## src/design/tps_ram.sv

```systemverilog
// generic single-port-write, single-port-read ram with registered read data
// depends on nothing
`timescale 1ns / 1ps

module tps_ram #(
	parameter int WIDTH = 48,
	parameter int DEPTH = 14
) (
	input  logic                     clk,
	input  logic                     we,
	input  logic [$clog2(DEPTH)-1:0] waddr,
	input  logic [WIDTH-1:0]         wdata,
	input  logic [$clog2(DEPTH)-1:0] raddr,
	output logic [WIDTH-1:0]         rdata
);

	logic [WIDTH-1:0] mem [DEPTH];

	always_ff @(posedge clk) begin
		if (we)
			mem[waddr] <= wdata;
		rdata <= mem[raddr];
	end

endmodule

```

## config.mk

```make
export PLATFORM = sky130hd
export DESIGN_NAME = tps_ram
export DESIGN_NICKNAME = d
export VERILOG_FILES = /design/src/design/tps_ram.sv
export SDC_FILE = /design/constraint.sdc
export NUM_CORES = 1
export LEC_CHECK = 0
export BUFFER_PORTS_ARGS = -buffer_cell sky130_fd_sc_hd__buf_2
export CORE_ASPECT_RATIO = 0.6
export CORE_UTILIZATION = 45
export DETAILED_ROUTE_END_ITERATION = 7
export HOLD_SLACK_MARGIN = 0.15
export PLACE_DENSITY = 0.62
export SLEW_MARGIN = 20
export SYNTH_ARGS = -nofsm -noshare
export SYNTH_HDL_FRONTEND = slang
export SYNTH_SLANG_ARGS = --single-unit
```

## constraint.sdc

```tcl
create_clock -name clk -period 14.84 [get_ports clk]
set_clock_uncertainty 0.15 [all_clocks]
set_input_delay 1.484 -clock clk [delete_from_list [all_inputs] [get_ports clk]]
set_output_delay 1.484 -clock clk [all_outputs]
set_load 0.01 [all_outputs]
```

# After elaboration in Yosys (flattened, before gate mapping)
# Memories as Yosys holds them, arrays and structs flattened. A register that Yosys moved wholly into a read port is not among the register bits.
# Index checks and enable logic that the tools add are counted.
# op_classes
n_addsub	0
multipliers	0
div_mod_pow	0
order_cmp	0
eq_ne	0
shift	0
muxes	2
n_bitwise	0
n_reduce_logical	0
# op_table
op	count
$mux 1	2
# totals
regBits	0
latch_bits	0
ramBits	672
romBits	0
in_bits	58
out_inout_bits	48
word_cells	3
memories	1
# memory_table
memory	words	width	read_ports	rd_clocked_by_memory_dff	wr	line	text
mem	14	48	1	1	1	17	logic [WIDTH-1:0] mem [DEPTH];

# Depth between registers and ports, before layout
# Gate-level depths: netlist of run 1.
# logic_depth
depth_word	2
depth_mapped	6
mapped_depth_nobuf	3

# Least setup slack after synthesis of run 1
# OpenSTA, ideal clock, no wires.
# synth_path
kind	in2reg
startpoint	input port waddr[2]
endpoint	memory mem[0][0] (enable)
setup_ns	0.513
t_arrival_ns	5.275
required_ns	14.177
setup_slack_ns	8.902
path_stages	2
path_buffers	0
path_cell_list	or3b_2 nor3_1
# synth_lines
item	line	text
from (decl)	11	input logic [$clog2(DEPTH)-1:0] waddr,
to (decl)	17	
# No word-level cell before the write port.

==> summary.txt, run 1 <==
Status -> finished clean
Worst r2r src -> mem[11][29]$_DFFE_PP_
CP endpoint kind -> register
Drt total wl -> 55.6 mm
Critical Path RT -> 15.19 ns
CTS buffer count -> 66
Initial antenna violation count -> 2
IO buf count -> 105
Clock Path Buffers -> 3
H-tree depth reported by CTS -> 3
Final hold viol count -> 0
Overall routing resource usage -> 19.1%
Simple-gate area share of the yosys netlist -> 0.436%
Ranking of synthesized cells by area -> edfxtp_1, mux4_2, dfxtp_1
Hold path start -> mem[13][10]$_DFFE_PP_
Post CTS Setup Buffer Count -> 0
Unique masters post-synth -> 20
Initial Util -> 45.8%
Adder-Cell Fraction of Synth Area -> 0%
Xor and xnor area share after synthesis -> 0%
Syn nets -> 1196
Max-slew violations -> 0
Post-detail-place hpwl -> 25.4 mm
Slowest cell on crit path -> nand2b_2
Hold Path Class -> reg -> reg
Total congestion overflow -> 0
Core Area -> 57700 um2
Max_cap viols -> 0
Crit path launch -> raddr[2]
RSZ-0062 raised after global routing -> no
Largest area contributor in the netlist -> edfxtp_1
Setup TNS -> 0 ns
Die area -> 59700 um2
Clk slew on worst S/H paths -> 0.06 ns
Post-Syn Instances -> 1138
Post-synth EDFFs -> 672
Flop pwr share -> 55.7%
CP arrival -> 3.95 ns
Peak supply drop -> 0.0000772 V
Power Total -> 4.11 mW
Family with the most delay on the worst path -> buffers and inverters
Synth warnings -> 0
Core Rows -> 68
Vias in the first global route -> 12400
DRT Pass-1 Iters -> 5
Largest net degree at the start of global routing -> 114
First-pass GRT wire length -> 82.4 mm
Setup crit start kind -> input port
Clock power frac -> 39.5%
Crit path max fanout -> 50
Total Nets Final -> 1331
Sequential area share after synthesis -> 80.1%
Fill cells -> 4498
CP Class -> in -> reg
DIE HEIGHT -> 190 um
Pwr/cell area -> 137 nW/um2
Compound-Gate Fraction of Synth Area -> 2.05%
Vias/cell -> 5.66
Antenna-violating nets left -> 0
Cell Area, Synth -> 26400 um2
Avg Cell Area, Syn -> 23.2 um2
Post_cts resized -> 0
Synthesis-stage register bit count -> 720
Clk_lat worst skew -> 0.59 ns
Most numerous cell in the Yosys netlist -> edfxtp_1
Power Internal -> 3.25 mW
CP Cell Sequence -> buf_2, buf_4, nand2b_2, buf_4, o22ai_1, a21oi_1
Final Setup Violations -> 0
Post-synthesis mux area share -> 16.2%
Layout cells sized above 1 -> 32.3%
Placer Congestion -> 0.680
Ys flop type -> edfxtp_1
Most frequent CP cell -> buf_4
Peak Freq -> 278 MHz
DR vias -> 11900
Io pins -> 106
# hold bufs at CTS -> 0
Net Sw Frac -> 20.8%
Slew at the pin closest to its max-slew limit -> 1.05 ns
WP buf/inv -> 3
Num Clock Sinks -> 720
Async SR Flop Fraction -> 0%
Root buf cell -> clkbuf_16
Combinational Power Share -> 4.9%
Share of Yosys cell area claimed by the top area cell type -> 76.4%
Worst stage delay on the critical path -> 0.77 ns
Die Wd -> 315 um
Slew headroom -> 30.0%
Most common library cells after synthesis -> edfxtp_1, mux4_2
DR iter-0 viols -> 1149
Period utilization -> 24.2%
Main combinational cell family by area after synthesis -> multiplexers
Switching power total -> 0.856 mW
Routed wire per std cell -> 26.5 um
TritonCTS clock tree -> built
Area growth from synthesis to layout -> 13.2%
# DRC -> 0
Min Tclk post-route -> 3.60 ns
LEAKAGE -> 9.57 nW
[state kept, by name (all words and copies together) (netlist names)]
signal / flops
mem: 672
rdata: 48
[worst paths after layout]
check	to	depth (start not counted)	slack, ns
worst max-delay path	rdata[45]$_DFF_P_	6	11.24
worst min-delay path	rdata[10]$_DFF_P_	3	0.52
worst max register to register	rdata[29]$_DFF_P_	3	13.40
worst min register to register	rdata[10]$_DFF_P_	3	0.52
[layout by cell type, fill, tap and decap left out, types with 10 or more instances in the layout]
master     netlist  routed
edfxtp_1       672     672
mux4_2         144     144
buf_2           19     102
clkbuf_16        0      67
mux2_2          48      48
mux2i_1         48      48
o22ai_1         48      48
a21oi_1         48      48
dfxtp_1         48      48
buf_4            4      21
clkbuf_1        20      15
clkinv_1         0      14
clkinv_2         0      11
nor2_4           0      10
[layer usage]
layer / GRT usage, % / wire length [um] / vias up
li1: - / - / 5087
met5: 0 / 9 / -
met3: 3.42 / 2960 / 66
met2: 29.5 / 26000 / 318
met4: 4.01 / 850 / 2
met1: 28.5 / 25800 / 6401
[layout make-up]
| class | count | area [um2] | share of cell area [%] |
|---|---|---|---|
| sequential | 720 | 21100 | 70.7 |
| multi-input combinational | 359 | 5020 | 16.8 |
| clock buffer | 87 | 1800 | 6.03 |
| tap | 770 | 963 | 3.22 |
| timing repair buffer | 126 | 714 | 2.39 |
| clock inverter | 35 | 251 | 0.841 |
| antenna | 1 | 2.50 | 0.00837 |
[cells by family (layout without fill, tap and decap cells)]
family,after synthesis,in the layout
buf+inv,59,248
compound gates,96,96
simple gates,23,23
other cells,0,1
flops,720,720
mux,240,240
[stage by stage]
step / worst slack, ns / instances / util [%] / cell area, um2 / hold WS (ns)
3_3_place_gp: 10.53 / 1975 / 48.3 / 27800 / 0.499
2_1_floorplan: 8.90 / 1138 / - / 26400 / 0.480
5_1_grt: 10.99 / 2097 / 51.8 / 29900 / 0.558
6_report: 11.24 / 2098 / 51.8 / 29900 / 0.521
3_5_place_dp: 10.56 / 1975 / 48.3 / 27800 / 0.507
4_1_cts: 11.18 / 2097 / 51.8 / 29900 / 0.526
[worst register-to-register path, cell delays in order (launching register included)]
cell and delay (ns):
edfxtp_1 0.38, mux4_2 0.50, o22ai_1 0.17, a21oi_1 0.08
[power by group through the flow]
stage               clock network, mW  logic (mW)  registers, mW
finish                           1.62       0.201           2.29
global route                     1.75       0.218           2.29
CTS                              1.66       0.205           2.29
detailed placement                  0       0.204           2.33
global placement                    0       0.200           2.33
floorplan                           0       0.114           2.33
Note: power is estimated with default switching activity, not from simulation.
==> run 2, diff against run 1 <==
--- a/config.mk
+++ b/config.mk
@@ -10,7 +10,7 @@
 export CORE_UTILIZATION = 45
 export DETAILED_ROUTE_END_ITERATION = 7
 export HOLD_SLACK_MARGIN = 0.15
-export PLACE_DENSITY = 0.62
+export PLACE_DENSITY = 0.65
 export SLEW_MARGIN = 20
 export SYNTH_ARGS = -nofsm -noshare
 export SYNTH_HDL_FRONTEND = slang
==> constraint.sdc (replaced) <==
create_clock -name clk -period 2.9 [get_ports clk]
set_clock_uncertainty 0.15 [all_clocks]
set_input_delay 0.29 -clock clk [delete_from_list [all_inputs] [get_ports clk]]
set_output_delay 0.29 -clock clk [all_outputs]
set_load 0.01 [all_outputs]
==> summary.txt, run 2 (synthesis results as in run 1) <==
Slowest cell on crit path -> dlygate4sd3_1
Initial Util -> 45.8% (unchanged)
Core Area -> 57700 um2 (unchanged)
Num Clock Sinks -> 720 (unchanged)
Largest net degree at the start of global routing -> 49 (-57%)
DRT Pass-1 Iters -> 5 (unchanged)
Peak supply drop -> 0.000385 V (+400%)
Vias in the first global route -> 12800 (+3.2%)
TritonCTS clock tree -> built
Overall routing resource usage -> 19.0% (-0.082 points)
Max reg flops -> 672 (unchanged)
Critical Path RT -> 3.01 ns (-12.18 ns)
DR iter-0 viols -> 1132 (-1.5%)
Initial antenna violation count -> 2 (unchanged)
Crit path max fanout -> 7 (-86%)
Layout cells sized above 1 -> 32.7% (+0.41 points)
Most frequent cells in the layout -> edfxtp_1, mux4_2, buf_2
CP endpoint kind -> register
CP arrival -> 2.20 ns (-1.75 ns)
Area post-placement -> 28300 um2 (+1.6%)
Core Rows -> 68 (unchanged)
Hold Path Class -> in -> reg
Most frequent CP cell -> dlygate4sd3_1
Root buf cell -> clkbuf_16
Placer Congestion -> 0.709 (+4.1%)
Antenna-violating nets left -> 0 (unchanged)
Post_cts resized -> 0 (unchanged)
Biggest regs -> mem x672, rdata x48
Drt total wl -> 55.1 mm (-0.75%)
Clk slew on worst S/H paths -> 0.06 ns (about the same)
Period utilization -> 72.2%
# DRC -> 0 (unchanged)
Max_cap viols -> 0 (unchanged)
DIE HEIGHT -> 190 um (unchanged)
Biggest register -> mem
RSZ-0062 raised after global routing -> no
Die Wd -> 315 um (unchanged)
CP Cell Sequence -> dlygate4sd3_1, buf_2, nor3_4, dlygate4sd3_1
Util after Layout -> 53.6% (+1.8 points)
Area growth from synthesis to layout -> 17.1%
Clk_lat worst skew -> 0.59 ns (about the same)
IO buf count -> 105 (unchanged)
Final hold viol count -> 0 (unchanged)
LEAKAGE -> 10.0 nW (+4.7%)
Clock Path Buffers -> 3 (unchanged)
Total Nets Final -> 1406 (+5.6%)
H-tree depth reported by CTS -> 3 (unchanged)
Commonest non-fill, non-tap cell in the layout -> edfxtp_1
Peak Freq -> 477 MHz
Status -> finished clean
Slew headroom -> 49.6% (+20 points)
Final Cell Area -> 30900 um2 (+3.5%)
CTS buffer count -> 66 (unchanged)
Final Setup Violations -> 0 (unchanged)
Reg-to-reg slack, setup -> 1.32 ns (-12.08 ns)
Setup crit start kind -> input port
Io pins -> 106 (unchanged)
CP Class -> in -> reg
Die area -> 59700 um2 (unchanged)
# hold bufs at CTS -> 51 (+51)
Total congestion overflow -> 0 (unchanged)
Post-detail-place hpwl -> 29.3 mm (+15%)
First-pass GRT wire length -> 82.6 mm (+0.30%)
Slew at the pin closest to its max-slew limit -> 0.755 ns (-0.295 ns)
Routed wire per std cell -> 25.4 um (-4.0%)
Worst stage delay on the critical path -> 0.76 ns (about the same)
Pwr/cell area -> 692 nW/um2 (+400%)
Antenna diodes -> 0 (-1)
DR vias -> 12200 (+2.7%)
Post CTS Setup Buffer Count -> 0 (unchanged)
Min Tclk post-route -> 2.09 ns
Max-slew violations -> 0 (unchanged)
Vias/cell -> 5.62 (-0.65%)
[run 2: final cells by class]
class / count / area, um2
repair buffers: 201 / 1640
well taps: 770 / 963
multi-input cells: 359 / 5040
flip-flops and latches: 720 / 21100
clock inverters: 35 / 312
clock buffers: 84 / 1820
fillers: 4346 / 26800
[run 2: metal layers]
layer  vias to the layer above  global-route usage (%)  share of wire, %
li1                       5232                       -                 -
met1                      6488                    29.1                46
met2                       397                    28.1                45
met3                        75                    4.25               7.3
met4                         4                    3.70               1.4
met5                         -                       0             0.051
[run 2: report_power, final]
part           switching [mW]  internal [mW]  total, mW
registers              0.0789           11.6       11.7
clock network            3.64           4.91       8.55
logic                   0.636          0.498       1.13
total                    4.36           17.0       21.4
[run 2: final timing paths]
path,from,to,cells past startpoint
max,waddr[1],mem[8][23]$_DFFE_PP_,4
min,raddr[3],rdata[13]$_DFF_P_,4
max reg2reg,mem[7][2]$_DFFE_PP_,rdata[2]$_DFF_P_,3
min reg2reg,mem[12][8]$_DFFE_PP_,rdata[8]$_DFF_P_,3
[run 2: worst max-delay path, delay by kind of cell]
family,cells,cell delay (ns)
buffers and inverters,3,1.49
and+or+nand+nor,1,0.42
[run 2: stage by stage]
step | TNS, ns | std cells | power [mW] | hold slack, ns | setup slack [ns]
final | 0 | 2169 | 21.4 | 0.239 | 0.806
after global routing | 0 | 2169 | 22.1 | 0.251 | 0.782
after CTS | 0 | 2169 | 21.6 | 0.202 | 0.841
after detailed placement | 0 | 1999 | 13.0 | 0.506 | 0.631
after global placement | 0 | 1999 | 13.0 | 0.486 | 0.638
after floorplan | -95.97 | 1138 | 12.5 | 0.239 | -0.541
