[src/design/tps_pkg.sv]
// shared types, constants and helpers of the two-piece sixth-order spline block
// no dependencies; imported by tps_mulq and the top level
`timescale 1ns / 1ps

package tps_pkg;

	localparam int SEGMENTS = 2;
	localparam int TERMS    = 7;
	localparam int COEF_W   = 48;
	localparam int DEPTH    = SEGMENTS * TERMS;
	localparam int ADDR_W   = $clog2(DEPTH);
	localparam int J_W      = $clog2(TERMS);
	localparam int REG_W    = 3;

	// configuration register indexes
	localparam logic [REG_W-1:0] REG_LIFTOFF   = 3'd0;
	localparam logic [REG_W-1:0] REG_APEX      = 3'd1;
	localparam logic [REG_W-1:0] REG_TOUCHDOWN = 3'd2;
	localparam logic [REG_W-1:0] REG_LEFT_INV  = 3'd3;
	localparam logic [REG_W-1:0] REG_RIGHT_INV = 3'd4;

	// operation codes
	localparam logic OP_LOAD = 1'b0;
	localparam logic OP_EVAL = 1'b1;

	localparam logic signed [COEF_W-1:0] MAX48 = 48'sh7FFF_FFFF_FFFF;
	localparam logic signed [COEF_W-1:0] MIN48 = 48'sh8000_0000_0000;
	localparam logic [16:0]              ONE_Q = 17'd65536;

	typedef struct packed {
		logic               operation;
		logic               segment;
		logic signed [31:0] start_position;
		logic signed [31:0] start_velocity;
		logic signed [31:0] start_acceleration;
		logic signed [31:0] middle_height;
		logic signed [31:0] end_position;
		logic signed [31:0] end_velocity;
		logic signed [31:0] end_acceleration;
		logic        [31:0] query_time;
	} in_t;

	typedef struct packed {
		logic signed [31:0] position_out;
		logic signed [31:0] velocity_out;
		logic signed [31:0] acceleration_out;
		logic               time_clamped;
	} out_t;

	// doubled coefficient weights, row = coefficient, column = term
	// term order: x1, v1, a1, x2, x3, v3, a3
	localparam logic signed [9:0] LOAD_W [TERMS][TERMS] = '{
		'{ 10'sd2,   10'sd0,   10'sd0,  10'sd0,    10'sd0,    10'sd0,   10'sd0 },
		'{ 10'sd0,   10'sd2,   10'sd0,  10'sd0,    10'sd0,    10'sd0,   10'sd0 },
		'{ 10'sd0,   10'sd0,   10'sd1,  10'sd0,    10'sd0,    10'sd0,   10'sd0 },
		'{-10'sd84, -10'sd32, -10'sd5,  10'sd128, -10'sd44,   10'sd12, -10'sd1 },
		'{ 10'sd222, 10'sd76,  10'sd9, -10'sd384,  10'sd162, -10'sd46,  10'sd4 },
		'{-10'sd204,-10'sd66, -10'sd7,  10'sd384, -10'sd180,  10'sd54, -10'sd5 },
		'{ 10'sd64,  10'sd20,  10'sd2, -10'sd128,  10'sd64,  -10'sd20,  10'sd2 }
	};

	// derivative factors: row = derivative order, column = power
	localparam logic [4:0] DERIV_F [3][TERMS] = '{
		'{5'd1, 5'd1, 5'd1, 5'd1, 5'd1,  5'd1,  5'd1},
		'{5'd0, 5'd1, 5'd2, 5'd3, 5'd4,  5'd5,  5'd6},
		'{5'd0, 5'd0, 5'd2, 5'd6, 5'd12, 5'd20, 5'd30}
	};

	function automatic logic signed [COEF_W-1:0] sat48(input logic signed [63:0] x);
		if (x > 64'(MAX48))
			return MAX48;
		else if (x < 64'(MIN48))
			return MIN48;
		else
			return x[COEF_W-1:0];
	endfunction

	function automatic logic signed [31:0] sat32(input logic signed [COEF_W-1:0] x);
		if (x > 48'sh0000_7FFF_FFFF)
			return 32'sh7FFF_FFFF;
		else if (x < -48'sh0000_8000_0000)
			return 32'sh8000_0000;
		else
			return x[31:0];
	endfunction

endpackage

[src/design/tps_mulq.sv]
// shared q16.16 multiplier: floor(a*b/2^16) saturated to 48 bits
// one 32x32 multiplier over two partial products; uses tps_pkg
`timescale 1ns / 1ps

module tps_mulq import tps_pkg::*; (
	input  logic                     clk,
	input  logic                     arst_n,
	input  logic                     start,
	input  logic signed [COEF_W-1:0] a,
	input  logic        [31:0]       b,
	output logic                     done,
	output logic signed [COEF_W-1:0] res
);

	typedef enum logic [1:0] {PH_IDLE, PH_LO, PH_HI, PH_FIN} phase_t;

	localparam logic [63:0] LIM_POS = 64'h0000_7FFF_FFFF_FFFF;
	localparam logic [63:0] LIM_NEG = 64'h0000_8000_0000_0000;

	phase_t                  ph_q;
	logic                    neg_q;
	logic [COEF_W-1:0]       mag_q;
	logic [31:0]             b_q;
	logic [COEF_W-1:0]       lo_q;
	logic [63:0]             hi_q;
	logic                    done_q;
	logic signed [COEF_W-1:0] res_q;

	logic [31:0] op;
	logic [63:0] prod;
	logic [63:0] q;
	logic [63:0] qn;
	logic signed [COEF_W-1:0] res_n;

	assign op   = (ph_q == PH_LO) ? {16'b0, mag_q[15:0]} : mag_q[47:16];
	assign prod = 64'(op) * 64'(b_q);
	assign q    = hi_q + {16'b0, lo_q[47:16]};
	assign qn   = q + {63'b0, |lo_q[15:0]};

	always_comb begin
		if (!neg_q)
			res_n = (q > LIM_POS) ? MAX48 : q[COEF_W-1:0];
		else
			res_n = (qn > LIM_NEG) ? MIN48 : -qn[COEF_W-1:0];
	end

	always_ff @(posedge clk or negedge arst_n) begin
		if (!arst_n) begin
			ph_q   <= PH_IDLE;
			done_q <= 1'b0;
		end else begin
			done_q <= 1'b0;
			case (ph_q)
				PH_IDLE: begin
					if (start) begin
						neg_q <= a[COEF_W-1];
						mag_q <= a[COEF_W-1] ? -a : a;
						b_q   <= b;
						ph_q  <= PH_LO;
					end
				end
				PH_LO: begin
					lo_q <= prod[COEF_W-1:0];
					ph_q <= PH_HI;
				end
				PH_HI: begin
					hi_q <= prod;
					ph_q <= PH_FIN;
				end
				PH_FIN: begin
					res_q  <= res_n;
					done_q <= 1'b1;
					ph_q   <= PH_IDLE;
				end
				default: ph_q <= PH_IDLE;
			endcase
		end
	end

	assign done = done_q;
	assign res  = res_q;

endmodule

[config.mk]
export PLATFORM = sky130hd
export DESIGN_NAME = tps_mulq
export DESIGN_NICKNAME = d
export VERILOG_FILES = /design/src/design/tps_pkg.sv /design/src/design/tps_mulq.sv
export SDC_FILE = /design/constraint.sdc
export NUM_CORES = 2
export LEC_CHECK = 0
export BUFFER_PORTS_ARGS = -buffer_cell sky130_fd_sc_hd__buf_2
export CAP_MARGIN = 10
export CORE_MARGIN = 2
export CORE_UTILIZATION = 40
export DETAILED_ROUTE_END_ITERATION = 8
export GPL_TIMING_DRIVEN = 0
export PLACE_DENSITY = 0.65
export SYNTH_ARGS = -nofsm -noshare
export SYNTH_HDL_FRONTEND = slang
export SYNTH_SLANG_ARGS = --single-unit
[constraint.sdc]
create_clock -name clk -period 11 [get_ports clk]
set_clock_uncertainty 0.05 [all_clocks]
set_input_delay 2.2 -clock clk [delete_from_list [all_inputs] [get_ports clk]]
set_output_delay 2.2 -clock clk [all_outputs]
set_load 0.05 [all_outputs]
== Word-level counts from Yosys, hierarchy flattened ==
Cells that the tools add are included.

* Equality and inequality tests: 4
* Multiplexer cells: 8
* $mul: 1
* Reductions and logical operators: 6
* $add $sub $neg: 4
* Shift-type cells: 0
* Magnitude comparators: 2
* Bitwise logic cells: 0
* Div/mod/pow operators: 0

{| class="wikitable"
|+ Operator list
! kind !! number
|-
| 2-to-1 mux 48 bit || 3
|-
| negation 48 bit || 2
|-
| adder 64 x 1 -> 64 bit || 1
|-
| adder 64 x 32 -> 64 bit || 1
|-
| > comparator 64 x 47 -> 1 bit (second input constant) || 1
|-
| > comparator 64 x 48 -> 1 bit (second input constant) || 1
|-
| multiplier 32 x 32 -> 64 bit || 1
|-
| 2-to-1 mux 47 bit || 1
|-
| 2-to-1 mux 32 bit || 1
|-
| OR reduction 16 bit || 1
|-
| case mux 2 bit (4 select lines) || 1
|-
| AND reduction 2 bit || 3
|-
| == test 2 bit (second input constant) || 2
|-
| AND reduction 3 bit || 1
|-
| == test 2 x 1 -> 1 bit (second input constant) || 1
|-
| zero test 2 bit || 1
|-
| 2-to-1 mux 2 bit || 1
|-
| != test 2 bit (second input constant) || 1
|-
| 2-to-1 mux 1 bit || 1
|}

* ROM bits: 0
* Bits of input ports: 83
* Memories kept: 0
* Output and inout bits: 49
* Latch bits: 0
* Logic and storage cells: 34
* Memory bits (writable): 0
* Register bits after elaboration: 244

== Logic depth before layout (Yosys ltp) ==
* Depth after elaboration: 5
* Gate-level depth with buffers: 36
* Gate-level depth less buffers: 34

== Worst setup path after synthesis ==
Ideal clock, no wire load.

* Path type: reg-to-reg
* Start: reg ph_q[1]
* End: reg hi_q[56] (data pin)
* Path buffers: 2
* Cell stages (with the launch flop): 35
* Setup time: 0.265 ns
* Clock period less this slack: 9.298 ns
* Required time: 10.685 ns
* Path slack: 1.702 ns
* Arrival time: 8.982 ns
* Path through: dfrtp_1 > inv_1 > ha_1 > clkbuf_1 > mux2_2 > clkbuf_1 > and2_1 > fa_1 > fa_1 > fa_1 > inv_1 > fa_1 > inv_1 > fa_1 > inv_1 > fa_1 > inv_1 > fa_1 > fa_1 > ha_1 > a21o_1 > a21oi_1 > o22ai_1 > nor2_1 > o21a_1 > o21ai_0 > a221o_1 > a311oi_1 > o31ai_1 > a311o_1 > a21o_1 > a41o_1 > nor2_1 > o21ai_0 > xor2_1

* Cells in the longest elaborated chain, start to end: 3

{| class="wikitable"
|+ RTL lines
! what !! RTL line !! source
|-
| start: declaration || tps_mulq.sv:20 || <nowiki>phase_t ph_q;</nowiki>
|-
| start signal: assignment || tps_mulq.sv:49 || <nowiki>ph_q <= PH_IDLE;</nowiki>
|-
| start signal: assignment || tps_mulq.sv:59 || <nowiki>ph_q <= PH_LO;</nowiki>
|-
| start signal: assignment || tps_mulq.sv:64 || <nowiki>ph_q <= PH_HI;</nowiki>
|-
| == test 2 x 1 -> 1 bit || tps_mulq.sv:35 || <nowiki>assign op = (ph_q == PH_LO) ? {16'b0, mag_q[15:0]} : mag_q[47:16];</nowiki>
|-
| 2-to-1 mux 32 bit || tps_mulq.sv:35 ||
|-
| multiplier 32 x 32 -> 64 bit || tps_mulq.sv:36 || <nowiki>assign prod = 64'(op) * 64'(b_q);</nowiki>
|-
| named net prod[56] || tps_mulq.sv:30 || <nowiki>logic [63:0] prod;</nowiki>
|-
| end signal: assignment || tps_mulq.sv:67 || <nowiki>hi_q <= prod;</nowiki>
|-
| end: declaration || tps_mulq.sv:25 || <nowiki>logic [63:0] hi_q;</nowiki>
|}

The timed path passes the listed nets, and every way through them passes these cells.
A chain may end at the register's enable or synchronous reset.

== Final worst setup path ==
* Start: reg ph_q[1]
* End: reg hi_q[63] (data pin)

The elaborated chain is that of the path after synthesis.

==> flow_summary.ini <==
[routing]
detail-route-antenna-nets = 0
dr.first_iter.drc_count = 3686
viasPerCell = 5.487
wl_um = 172100
drc = 0
vias = 38556
wire_per_inst_um = 24.49
firstDrtPassIters = 6

[synthesis]
synth_cell_type_count = 100
synth_area_leaders = fa_1, edfxtp_1, and2_1
ys_warn_count = 0
syn_inst = 5195
seq_area_frac_synth_pct = 14.89
syn_nets = 6478
synth.avg_cell_area_sq_um = 9.454
async_flop_share_pct = 1.230
synthFlopType = edfxtp_1
ys_ff_latch = 244
synth_area_sq_mm = 0.04912
synth-edff-count = 241
yosysTopAreaCell = fa_1
synth_top_area_share_pct = 36.56

[clocking]
insertion_delay_ns = 0.67
htree_levels = 1
numClockSinks = 244
cts_buffer_depth = 3
post-cts-setup-buffers = 0
cts_hold_buffers = 0
cts_tree = yes
clkTransAtPathRegs_ns = 0.06
cts_root_buffer = clkbuf_16
cts_buffers = 29

[floorplan]
die_area_sq_mm = 0.1256
rows = 128
die_h_um = 354.4
ioPinCount = 132
core-area_sq_mm = 0.1219
die_w_um = 354.4
initial_core_util_pct = 40.30

[critical_path]
critical_path.startpoint = ph_q[1]
reg2reg_depth = 29
endpoint_kind = flip-flop
crit_type = flip-flop to flip-flop
slowest_stage = clkbuf_1
arrival_ns = 11.03
cp_common_cell = fa_1
start_kind = flip-flop
required_ns = 11.31
cp_slowest_stage_delay_ns = 1.04
path_max_fanout = 10
r2r_start = ph_q[1]

[finish]
layout.nets = 6645
multi_input_area_sq_mm = 0.03738
nFillCells = 11940
mostFrequentLayoutCell = fa_1
layout_common_cells = fa_1, inv_1, and2_1
final_cells = 7027
fin_util_pct = 43.53
drive_above_1_share_pct = 6.815
area.growth.synth_to_final_pct = 8.007
regArea_sq_mm = 0.007312

[grt]
grt_max_degree = 69
antenna_found_initial = 19
grt_pass1_wl_um = 255100
grt_pass1_vias = 39363
grt_usage_pct = 27.52
overflow = 0

[timing]
fmax_mhz = 93.28
worst_pin_slew_ns = 1.374
finalMaxSlewViolations = 0
fin_ws_ns = 0.2798
period_share_pct = 97.46
min_period_ns = 10.72
hold_viol_final = 0
relSlewSlack_pct = 8.403
setup_viol = 0
setup-tns-final_ns = 0

[placed_design]
place_hpwl_um = 141300
io_buffers = 131
post-place-ws_ns = -0.9889
gp_congestion = 1.027
place_inst = 6954

[job]
max_cap_viol_count = 0

[run_status]
status = finished clean

[min_path]
hold_path.class = flip-flop to flip-flop
hold_start = ph_q[1]
min_path_cells = 1
## metrics by stage
step                      area (sq um)  hold WS, ns
after global routing             53010       0.6505
after floorplan                  49120       0.4779
final                            53050       0.6055
after global placement           51800       0.5515
after detailed placement         51880       0.5799
after CTS                        52920       0.5876
## timing repair
item                       CTS  global route
setup endpoints to repair   20             9
pin swaps                    0             0
resized for setup           33            42
## layout make-up
class	count	area share [%]
clock buffer	30	1.375
timing repair buffer	136	1.420
clock inverter	24	0.4929
sequential	244	13.78
antenna	17	0.08019
tap	1625	3.833
multi-input combinational	3777	70.47
buffer	280	2.219
inverter	894	6.326
## worst max-delay path, delay by kind of cell, from the launching register on
| kind | cells | cell delay, ns |
|---|---|---|
| fa+ha+maj | 10 | 4.79 |
| flops | 1 | 0.39 |
| compound gates | 7 | 2.20 |
| simple gates | 6 | 1.44 |
| buf+inv | 6 | 1.58 |
## cells in the mapped netlist (6+ instances only)
| master | number |
|---|---|
| a2111oi_0 | 7 |
| o211ai_1 | 14 |
| ha_1 | 303 |
| or4_1 | 20 |
| edfxtp_1 | 241 |
| a31o_2 | 10 |
| nor4_1 | 34 |
| nand3_1 | 66 |
| o21ai_0 | 82 |
| o21a_1 | 23 |
| buf_2 | 23 |
| and3_1 | 34 |
| mux2i_1 | 22 |
| or3_1 | 25 |
| o31ai_1 | 28 |
| o41ai_1 | 11 |
| or2_2 | 8 |
| a21oi_1 | 151 |
| o22ai_1 | 15 |
| a311oi_1 | 9 |
| o22ai_2 | 25 |
| o31a_1 | 6 |
| and4_1 | 15 |
| nor3b_1 | 7 |
| clkbuf_1 | 250 |
| xor2_1 | 46 |
| a211o_1 | 12 |
| a21o_1 | 54 |
| o21ai_1 | 18 |
| nand2b_1 | 20 |
| a31oi_1 | 18 |
| nor2_1 | 154 |
| nor3_1 | 54 |
| nand4_1 | 46 |
| inv_1 | 893 |
| xnor2_1 | 150 |
| nor2b_1 | 32 |
| fa_1 | 897 |
| and2_1 | 633 |
| o21bai_1 | 7 |
| mux2_2 | 23 |
| nand2_1 | 571 |
| a211oi_1 | 15 |
## metal layers
metal  global-route usage, %  vias up  routed length [um]
met3                   7.470      400               18840
li1                        -    16847                   -
met4                   12.35        6                9202
met2                   42.38     2021               75200
met5                       0        -                  38
met1                   36.28    19282               68790
## worst paths after layout
check                           slack [ns]        to
worst max-delay path                  0.28  hi_q[63]
worst min-delay path                  0.61      done
worst max register to register        0.28  hi_q[63]
worst min register to register        0.61      done
max in group asynchronous             9.34   ph_q[1]
min in group asynchronous             1.38      done
## cell families (layout without fill, tap and decap cells)
kind of cell               count (synthesis)  after routing  synth area share, %
adders and majority gates               1200           1200                44.28
DFF                                      244            244                14.89
muxes                                     45             45               0.9757
xor gates and xnor gates                 200            200                3.640
AOI/OAI and AO/OA                        570            570                8.083
and+or+nand+nor                         1762           1762                19.02
other                                      0             17                    0
buffers and inverters                   1174           1364                9.110
## sequential cells by signal (all words and copies together), names as in the netlist
name,flops
res,48
ph_q,2
neg_q,1
done,1
mag_q,48
hi_q,64
lo_q,48
b_q,32
Power is left out: the tool's default activity adds up to more than one toggle a clock period on the data nets, which glitch-free logic cannot reach.
